### src/hdl/lbco_pkg.sv
// lbco_pkg: shared types and constants for the level border colour overlay
// no dependencies; imported by the top level and by its checker
`default_nettype none

package lbco_pkg;

   // configuration register indexes on the csr port
   typedef enum logic [2:0] {
      REG_YELLOW_LEVEL  = 3'd0,
      REG_ORANGE_LEVEL  = 3'd1,
      REG_RED_LEVEL     = 3'd2,
      REG_GREY_COLOUR   = 3'd3,
      REG_YELLOW_COLOUR = 3'd4,
      REG_ORANGE_COLOUR = 3'd5,
      REG_RED_COLOUR    = 3'd6,
      REG_BORDER_WIDTH  = 3'd7
   } reg_index_type;

   // blink speed classes
   typedef enum logic [1:0] {
      BLINK_NONE   = 2'd0,
      BLINK_SLOW   = 2'd1,
      BLINK_MEDIUM = 2'd2,
      BLINK_FAST   = 2'd3
   } blink_type;

   typedef struct packed {
      logic [7:0] red;
      logic [7:0] green;
      logic [7:0] blue;
   } colour_type;

   localparam int unsigned LEVEL_W  = 7;
   localparam int unsigned COLOUR_W = 24;
   localparam int unsigned BORDER_W = 5;
   localparam int unsigned CSR_W    = 24;

   // length of each blend ramp in dB
   localparam logic [7:0] BLEND_SPAN = 8'd5;
   // ceil(2^18 / 5): exact floor division by five for numerators up to 1275
   localparam logic [26:0] RECIP5 = 27'd52429;

   localparam logic [LEVEL_W-1:0]  YELLOW_LEVEL_RST  = 7'd80;
   localparam logic [LEVEL_W-1:0]  ORANGE_LEVEL_RST  = 7'd90;
   localparam logic [LEVEL_W-1:0]  RED_LEVEL_RST     = 7'd95;
   localparam logic [COLOUR_W-1:0] GREY_COLOUR_RST   = 24'h202020;
   localparam logic [COLOUR_W-1:0] YELLOW_COLOUR_RST = 24'h606000;
   localparam logic [COLOUR_W-1:0] ORANGE_COLOUR_RST = 24'h602000;
   localparam logic [COLOUR_W-1:0] RED_COLOUR_RST    = 24'h600000;
   localparam logic [BORDER_W-1:0] BORDER_WIDTH_RST  = 5'd1;

endpackage : lbco_pkg

`default_nettype wire

### src/hdl/level_border_colour_overlay.sv
// level_border_colour_overlay: border band test and level driven colour per pixel
// depends on lbco_pkg
`default_nettype none
//
//  channel  direction  handshake              payload
//  req      in         req_valid / req_stall  column, row, level_db, show
//  rsp      out        rsp_valid / rsp_stall  border_pixel, red, green, blue, blink_speed
//  csr      in         csr_write              csr_index, csr_data
//
//  one request per clock while req_stall is low; the edge that takes a request loads the input
//  register, then the result register loads from it whenever rsp_stall does not hold it
//  synchronous reset clears the pipeline valids and loads the register defaults
//  req_stall is high during reset and while a stalled result blocks a full input stage
//  rsp_stall holds the result register; the input stage still fills behind it

module level_border_colour_overlay
   import lbco_pkg::*;
#(
   parameter int WIDTH  = 64,
   parameter int HEIGHT = 32
) (
   input  wire logic                clock,
   input  wire logic                reset,
   input  wire logic                req_valid,
   output logic                     req_stall,
   input  wire logic [5:0]          req_column,
   input  wire logic [4:0]          req_row,
   input  wire logic [LEVEL_W-1:0]  req_level_db,
   input  wire logic                req_show,
   output logic                     rsp_valid,
   input  wire logic                rsp_stall,
   output logic                     rsp_border_pixel,
   output logic [7:0]               rsp_red,
   output logic [7:0]               rsp_green,
   output logic [7:0]               rsp_blue,
   output logic [1:0]               rsp_blink_speed,
   input  wire logic                csr_write,
   input  wire logic [2:0]          csr_index,
   input  wire logic [CSR_W-1:0]    csr_data
);

   localparam logic [8:0] WIDTH_L  = 9'(WIDTH);
   localparam logic [8:0] HEIGHT_L = 9'(HEIGHT);

   function automatic logic [7:0] blend_chan(input logic [7:0] c1, input logic [7:0] c2,
                                             input logic [2:0] k);
      logic [10:0] num;
      logic [26:0] prod;
      logic [2:0]  kc;
      kc   = 3'(BLEND_SPAN) - k;
      num  = 11'(c1) * 11'(kc) + 11'(c2) * 11'(k);
      prod = 27'(num) * RECIP5;
      return prod[25:18];
   endfunction

   // configuration registers
   logic [LEVEL_W-1:0]  yellow_level_ff, orange_level_ff, red_level_ff;
   logic [COLOUR_W-1:0] grey_colour_ff, yellow_colour_ff, orange_colour_ff, red_colour_ff;
   logic [BORDER_W-1:0] border_width_ff;

   // input stage
   logic                s1_valid_ff;
   logic [5:0]          s1_column_ff;
   logic [4:0]          s1_row_ff;
   logic [LEVEL_W-1:0]  s1_level_ff;
   logic                s1_show_ff;

   // result stage
   logic                rsp_valid_ff;
   logic                rsp_border_pixel_ff, rsp_border_pixel_in;
   colour_type          rsp_colour_ff, rsp_colour_in;
   blink_type           rsp_blink_ff, rsp_blink_in;

   logic s2_load, s1_load;

   assign s2_load   = !rsp_valid_ff || !rsp_stall;
   assign s1_load   = !s1_valid_ff || s2_load;
   assign req_stall = reset || !s1_load;

   always_ff @(posedge clock) begin
      if (reset) begin
         yellow_level_ff  <= YELLOW_LEVEL_RST;
         orange_level_ff  <= ORANGE_LEVEL_RST;
         red_level_ff     <= RED_LEVEL_RST;
         grey_colour_ff   <= GREY_COLOUR_RST;
         yellow_colour_ff <= YELLOW_COLOUR_RST;
         orange_colour_ff <= ORANGE_COLOUR_RST;
         red_colour_ff    <= RED_COLOUR_RST;
         border_width_ff  <= BORDER_WIDTH_RST;
      end else if (csr_write) begin
         case (reg_index_type'(csr_index))
            REG_YELLOW_LEVEL:  yellow_level_ff  <= csr_data[LEVEL_W-1:0];
            REG_ORANGE_LEVEL:  orange_level_ff  <= csr_data[LEVEL_W-1:0];
            REG_RED_LEVEL:     red_level_ff     <= csr_data[LEVEL_W-1:0];
            REG_GREY_COLOUR:   grey_colour_ff   <= csr_data[COLOUR_W-1:0];
            REG_YELLOW_COLOUR: yellow_colour_ff <= csr_data[COLOUR_W-1:0];
            REG_ORANGE_COLOUR: orange_colour_ff <= csr_data[COLOUR_W-1:0];
            REG_RED_COLOUR:    red_colour_ff    <= csr_data[COLOUR_W-1:0];
            REG_BORDER_WIDTH: begin
               // a zero thickness is ignored
               if (csr_data[BORDER_W-1:0] != '0) begin
                  border_width_ff <= csr_data[BORDER_W-1:0];
               end
            end
            default: ;
         endcase
      end
   end

   always_ff @(posedge clock) begin
      if (reset) begin
         s1_valid_ff <= 1'b0;
      end else if (s1_load) begin
         s1_valid_ff <= req_valid;
      end
   end

   always_ff @(posedge clock) begin
      if (s1_load && req_valid) begin
         s1_column_ff <= req_column;
         s1_row_ff    <= req_row;
         s1_level_ff  <= req_level_db;
         s1_show_ff   <= req_show;
      end
   end

   // border band test
   logic [8:0] x9, y9, right9, bottom9, min_a, min_b, min_all;
   logic       in_frame;

   always_comb begin
      x9       = {3'b000, s1_column_ff};
      y9       = {4'b0000, s1_row_ff};
      in_frame = (x9 < WIDTH_L) && (y9 < HEIGHT_L);
      right9   = WIDTH_L - 9'd1 - x9;
      bottom9  = HEIGHT_L - 9'd1 - y9;
      min_a    = (x9 < y9) ? x9 : y9;
      min_b    = (right9 < bottom9) ? right9 : bottom9;
      min_all  = (min_a < min_b) ? min_a : min_b;
      rsp_border_pixel_in = s1_show_ff && in_frame && (min_all < {4'b0000, border_width_ff});
   end

   // colour zone and blend; flat zones blend a colour with itself
   logic [7:0]          lv8, lv_p5, y8, o8, r8;
   logic [COLOUR_W-1:0] c1, c2;
   logic [2:0]          k;

   always_comb begin
      lv8   = {1'b0, s1_level_ff};
      lv_p5 = lv8 + BLEND_SPAN;
      y8    = {1'b0, yellow_level_ff};
      o8    = {1'b0, orange_level_ff};
      r8    = {1'b0, red_level_ff};
      c1    = red_colour_ff;
      c2    = red_colour_ff;
      k     = 3'd0;
      if (lv_p5 < y8) begin
         c1 = grey_colour_ff;
         c2 = grey_colour_ff;
      end else if (lv8 < y8) begin
         c1 = grey_colour_ff;
         c2 = yellow_colour_ff;
         k  = 3'(lv_p5 - y8);
      end else if (lv_p5 < o8) begin
         c1 = yellow_colour_ff;
         c2 = yellow_colour_ff;
      end else if (lv8 < o8) begin
         c1 = yellow_colour_ff;
         c2 = orange_colour_ff;
         k  = 3'(lv_p5 - o8);
      end else if (lv_p5 < r8) begin
         c1 = orange_colour_ff;
         c2 = orange_colour_ff;
      end else if (lv8 < r8) begin
         c1 = orange_colour_ff;
         c2 = red_colour_ff;
         k  = 3'(lv_p5 - r8);
      end
      rsp_colour_in.red   = blend_chan(c1[23:16], c2[23:16], k);
      rsp_colour_in.green = blend_chan(c1[15:8], c2[15:8], k);
      rsp_colour_in.blue  = blend_chan(c1[7:0], c2[7:0], k);

      if (lv8 >= y8 && lv8 < o8) begin
         rsp_blink_in = BLINK_SLOW;
      end else if (lv8 >= o8 && lv8 < r8) begin
         rsp_blink_in = BLINK_MEDIUM;
      end else if (lv8 >= r8) begin
         rsp_blink_in = BLINK_FAST;
      end else begin
         rsp_blink_in = BLINK_NONE;
      end
   end

   always_ff @(posedge clock) begin
      if (reset) begin
         rsp_valid_ff <= 1'b0;
      end else if (s2_load) begin
         rsp_valid_ff <= s1_valid_ff;
      end
   end

   always_ff @(posedge clock) begin
      if (s2_load && s1_valid_ff) begin
         rsp_border_pixel_ff <= rsp_border_pixel_in;
         rsp_colour_ff       <= rsp_colour_in;
         rsp_blink_ff        <= rsp_blink_in;
      end
   end

   assign rsp_valid        = rsp_valid_ff;
   assign rsp_border_pixel = rsp_border_pixel_ff;
   assign rsp_red          = rsp_colour_ff.red;
   assign rsp_green        = rsp_colour_ff.green;
   assign rsp_blue         = rsp_colour_ff.blue;
   assign rsp_blink_speed  = rsp_blink_ff;

endmodule : level_border_colour_overlay

`default_nettype wire

### config.mk
export PLATFORM = sky130hd
export DESIGN_NAME = level_border_colour_overlay
export DESIGN_NICKNAME = d
export VERILOG_FILES = /design/src/hdl/lbco_pkg.sv /design/src/hdl/level_border_colour_overlay.sv
export SDC_FILE = /design/constraint.sdc
export NUM_CORES = 1
export LEC_CHECK = 0
export BUFFER_PORTS_ARGS = -buffer_cell sky130_fd_sc_hd__buf_2
export CORE_UTILIZATION = 28
export CTS_CLUSTER_DIAMETER = 150
export DETAILED_ROUTE_END_ITERATION = 6
export PLACE_DENSITY_LB_ADDON = 0.3
export SLEW_MARGIN = 20
export SYNTH_ARGS = -nofsm -noshare
export SYNTH_HDL_FRONTEND = slang
export SYNTH_SLANG_ARGS = --single-unit
### constraint.sdc
create_clock -name clock -period 12.66 [get_ports clock]
set_input_delay 1.266 -clock clock [delete_from_list [all_inputs] [get_ports clock]]
set_output_delay 1.266 -clock clock [all_outputs]
set_load 0.03 [all_outputs]
Word level (Yosys, flattened, before mapping)
Cells that the tools add are included.

Bits in registers: 170. Input port bits: 51. Logic and storage cells: 102.

Add/subtract/negate cells: 10. Multiply operators: 9. Order comparisons: 13. Equality and inequality tests: 7. Muxes and demuxes: 22. Reductions and logical operators: 22.

Operator list (number): 24-bit 2-to-1 mux (11); 11-bit by 16-bit multiplier with 26-bit output (second input constant) (3); 8-bit by 3-bit multiplier with 11-bit output (6); 11-bit adder (3); 8-bit by 7-bit < comparator with 1-bit output (3); 7-bit greater-or-equal comparator (3); 7-bit < comparator (3); 3-bit 2-to-1 mux (6); 9-bit 2-to-1 mux (2); 2-bit AND reduction (7); 3-bit equality test (second input constant) (4); 6-bit by 9-bit < comparator with 1-bit output (1); 9-bit by 5-bit < comparator with 1-bit output (1); 9-bit < comparator (1); 3-bit subtractor (3); 7-bit by 3-bit adder with 8-bit output (second input constant) (1); 6-bit by 6-bit subtractor with 7-bit output (first input constant) (1); 3-bit by 2-bit equality test with 1-bit output (second input constant) (2); 6-bit by 5-bit < comparator with 1-bit output (1); 6-bit 2-to-1 mux (1); 5-bit by 5-bit subtractor with 6-bit output (first input constant) (1); 1-bit logical AND (5); 5-bit nonzero test (1); 1-bit logical NOT (4); other kinds (6) (9).

Logic depth before layout (Yosys ltp)
Word-level depth: 12. Mapped depth: 52. Depth with buffers taken out: 50.

Worst setup path after synthesis
No wires, ideal clock.

Path type: register to register. Start: register s1_level_ff[0]. End: register rsp_colour_ff, in the netlist rsp_red[7], data pin. Setup time: 260 ps. Data arrival time: 10444 ps. Slack: 1956 ps. Stages on the path, launching flop included: 50. Path buffers: 3. Clock period less this slack: 10704 ps. Cells stage by stage: edfxtp_1 -> ha_1 -> o21ai_0 -> xnor2_1 -> ha_1 -> o21ai_0 -> a21oi_1 -> o31ai_1 -> a21boi_0 -> buf_2 -> a21oi_2 -> or2_2 -> clkbuf_1 -> clkbuf_1 -> nor2_1 -> fa_1 -> fa_1 -> inv_1 -> [14 not listed] -> inv_1 -> fa_1 -> inv_1 -> fa_1 -> fa_1 -> inv_1 -> ha_1 -> a21oi_1 -> o221ai_1 -> a21oi_1 -> nor2b_1 -> o21ai_0 -> a21oi_1 -> nor3_1 -> a21oi_2 -> a211o_1 -> a21oi_1 -> xnor2_1.

RTL lines: from (decl) (RTL line level_border_colour_overlay.sv:65) `logic [LEVEL_W-1:0] s1_level_ff;`; from (signal assigned) (RTL line level_border_colour_overlay.sv:122) `s1_level_ff <= req_level_db;`; to (signal assigned) (RTL line level_border_colour_overlay.sv:205) `rsp_colour_ff <= rsp_colour_in;`; to (decl) (RTL line level_border_colour_overlay.sv:71) `colour_type rsp_colour_ff, rsp_colour_in;`.

==> summary.md <==
| Metric | Value |
|---|---|
| Final total negative setup slack | `0 ps` |
| Number of enable-type register cells in the synthesized netlist | `46` |
| Final antenna-violating net count | `0` |
| IO buf count | `79` |
| Count of cell instances traversed by the critical path | `48` |
| Number of design rule violations left after detail routing | `0` |
| Post-layout net count | `2,850` |
| Detailed-placement wirelength estimate | `40,600 µm` |
| Clock tree from TritonCTS | `built` |
| Hold Buf Count CTS | `0` |
| Share of synthesized area occupied by flip-flops and latches | `0.196` |
| Buffers inserted by post-CTS timing repair | `0` |
| Final Non-Filler Cells | `3,244` |
| Maximum clock path buffer count | `2` |
| Worst min-delay path category | `register to register` |
| Routed metal-1 wirelength | `around 24,000 µm` |
| Count of distinct cell types in the synthesized netlist | `76` |
| Async set-reset flop share out of synthesis | `0` |
| Antenna violations before repair | `0` |
| Post-DP Area | `between 20,000 and 25,000 µm²` |
| Fin. Hold Viols | `0` |
| Biggest area contributors in the synthesized netlist | `fa_1 21%, ha_1 19%, dfxtp_1 13%` |
| Area Growth Syn to Fin | `10.5%` |
| Cell count of the worst reg-to-reg path | `48` |
| H-tree depth reported by CTS | `4` |
| Residual overflow from global routing | `0` |
| Final design area excluding fillers | `21,800 µm²` |
| Top layer reached by signal wires | `met4` |
| Routed len/inst | `15.7 µm` |
| Pin count of the biggest net entering global routing | `83` |
| Proportion of layout cells with a drive suffix above 1 | `0.0753` |
| First-pass iteration count of the detailed router | `5` |
| Io pins | `80` |
| Dominant cell type by area after synthesis | `fa_1` |
| Worst-skew pair later-pin latency | `500 ps` |
| Met2 routed WL | `23,700 µm` |
| Floorplan row count | `96` |
| Vias per std cell | `4.65` |
| Final period demand of the worst path | `11,690 ps` |
| Area of the core | `69,100 µm²` |
| WL met3 | `2190 µm` |
| Overall die height | `267 µm` |
| Iter 0 DRT Violations | `735` |
| Data required, critical path | `12,920 ps` |
| Top fanout value on the critical path | `24` |
| Max-Slew Margin vs Limit | `0.364` |
| Buffers and inverters on the worst path | `7` |
| Flip-flop cell with the highest count after synthesis | `dfxtp_1` |
| Number of register bits inferred by synthesis | `170` |
| Slew at the pin closest to its max-slew limit | `948 ps` |
| First-pass GRT wire length | `just over 80,000 µm` |
| Via count of the routed design | `about 15,000` |
| Initial cell density of the core | `0.285` |
| Vias in the first global route | `15,683` |
| Buffer cell driving the clock tree root | `clkbuf_16` |
| CP max-delay cell | `a211oi_1` |
| Synth Area per Inst | `roughly 8.7 µm²` |
| Post-synthesis instance total | `around 2,300` |
| Crit-path max cell delay | `610 ps` |
| Total routed wirelength | `50,800 µm` |
| Number of pins exceeding their max-slew limit in the final report | `0` |
| Overall track demand over capacity in global routing | `0.148` |
| RSZ-0062 raised after global routing | `no` |
| Highest Clock Rate | `roughly 86 MHz` |
| Max Cap Viol | `0` |
| Worst Clk Skew | `19.4 ps` |
| Result of the run | `complete, no violations` |
| WS Path Type | `register to register` |
| Proportion of netlist area held by the largest area contributor | `0.207` |
| Count of yosys warnings during synthesis | `0` |
| Number of setup violations in the final report | `0` |
| Worst Setup Start Kind | `register` |
| Hold Crit Depth | `2` |
| Area of the die | `71,500 µm²` |
| Final weighted congestion of routability-driven global placement | `0.852` |
| Clock sink total | `170` |
| Ratio of final minimum period to clock period | `0.924` |
| Crit path capture type | `register` |
| Total clock buffers created by CTS | `17` |
| Horizontal die dimension | `267 µm` |
| Area of the mapped netlist | `approximately 20,000 µm²` |
| Top delay family on crit path | `adder cells` |
| Clk pin slew, worst setup/hold paths | `90 ps` |
| WP data arrival | `11,950 ps` |
| Post-Place Cells | `3,211` |
[stage by stage]
stage          utilization  setup WS [ps]  hold WS [ps]
3_5_place_dp         0.307            786           448
6_report             0.315            967           459
5_1_grt              0.315            111           472
4_1_cts              0.315            755           459
3_3_place_gp         0.307           1050           444
2_1_floorplan            -           1960           436
[routing by layer]
| layer | track usage | up-vias |
|---|---|---|
| li1 | - | 7444 |
| met1 | 0.189 | 7287 |
| met2 | 0.247 | 284 |
| met3 | 0.0268 | 75 |
| met4 | 0.0536 | 0 |
| met5 | 0 | - |
[kinds of logic after synthesis]
kind of cell               share of synthesized area
AOI/OAI and AO/OA                              0.127
adders and majority gates                      0.395
muxes                                         0.0296
other                                       0.000190
buffers and inverters                         0.0903
and+or+nand+nor                                0.131
xor gates and xnor gates                      0.0311
DFF                                            0.196
[worst min-delay path: stages (launching register included)]
cell and delay [ps]:
dfxtp_1 310, nand2_1 50, a21oi_1 50
[placed cells by master, fill, tap and decap left out, types with 7 or more instances in the layout]
master     count
nor2b_1       11
inv_1        393
or2_2         12
nor3_1        12
xor2_1        20
a21o_1        26
o211ai_1       7
a211o_1       14
nand2b_1      12
nand3b_1      15
o21bai_1      19
a31oi_1        8
nor2_1       223
or3_1         10
mux2i_1       56
nand2_1      244
ha_1         296
o21ai_0       41
buf_4         22
edfxtp_1      46
a211oi_1      35
and3_1        10
nand3_1       15
dfxtp_1      124
fa_1         204
clkbuf_16     18
o21a_1         7
buf_2         78
xnor2_1       50
a21oi_1      178
nand4_1        8
[layout make-up]
cell class / count / area [µm²]
flip-flops and latches: 170 / 3860
multi-input cells: 1617 / 14100
fillers: 7264 / 47300
repair buffers: 100 / 556
clock inverters: 11 / 128
well taps: 931 / 1160
clock buffers: 21 / 463
diodes: 1 / 2.50
inverters: 393 / 1480
[state kept, by name, summed over array words and instances, names as in the netlist, 8 cells and up]
signal,flops
rsp_green,8
rsp_blue,8
yellow_colour_ff,24
red_colour_ff,24
rsp_red,8
grey_colour_ff,24
orange_colour_ff,24
[cells in the mapped netlist (3+ instances only)]
cell type  instances
fa_1             204
clkbuf_1          62
edfxtp_1          46
mux2i_1           56
a21boi_0           4
o22ai_1            3
nand3b_1          15
xnor2_1           50
o21a_1             7
o211ai_1           7
buf_1              7
a21oi_2            5
ha_1             296
or3_1             11
nand2b_1          12
nor3_1            13
and4_1             3
o21ai_1            4
xor2_1            20
o21ai_2            3
o21bai_1          19
nand4_1            8
nor2b_1           11
a21oi_1          178
buf_2              7
nand3_1           15
o31ai_1            4
a221oi_2           3
a211o_1           14
or2_2             13
inv_1            393
a31oi_1            8
dfxtp_1          124
and3_1            10
a211oi_1          35
nor2_1           223
nand2_1          244
a21o_1            26
o21ai_0           42
and2_1             6
[worst paths after layout]
| kind | start | end | slack [ps] |
|---|---|---|---|
| min | border_width_ff[2] | border_width_ff[2] | 460 |
| max reg2reg | s1_level_ff[0] | rsp_red[7] | 970 |
| max | s1_level_ff[0] | rsp_red[7] | 970 |
| min reg2reg | border_width_ff[2] | border_width_ff[2] | 460 |
[repair_timing]
item | 4_1_cts | 5_1_grt
endpoints found under the setup margin | 0 | 2
resized for setup | 0 | 1
hold endpoints to repair | 0 | 0
Power is left out: the tool's default activity adds up to more than one toggle a clock period on the data nets, which glitch-free logic cannot reach.
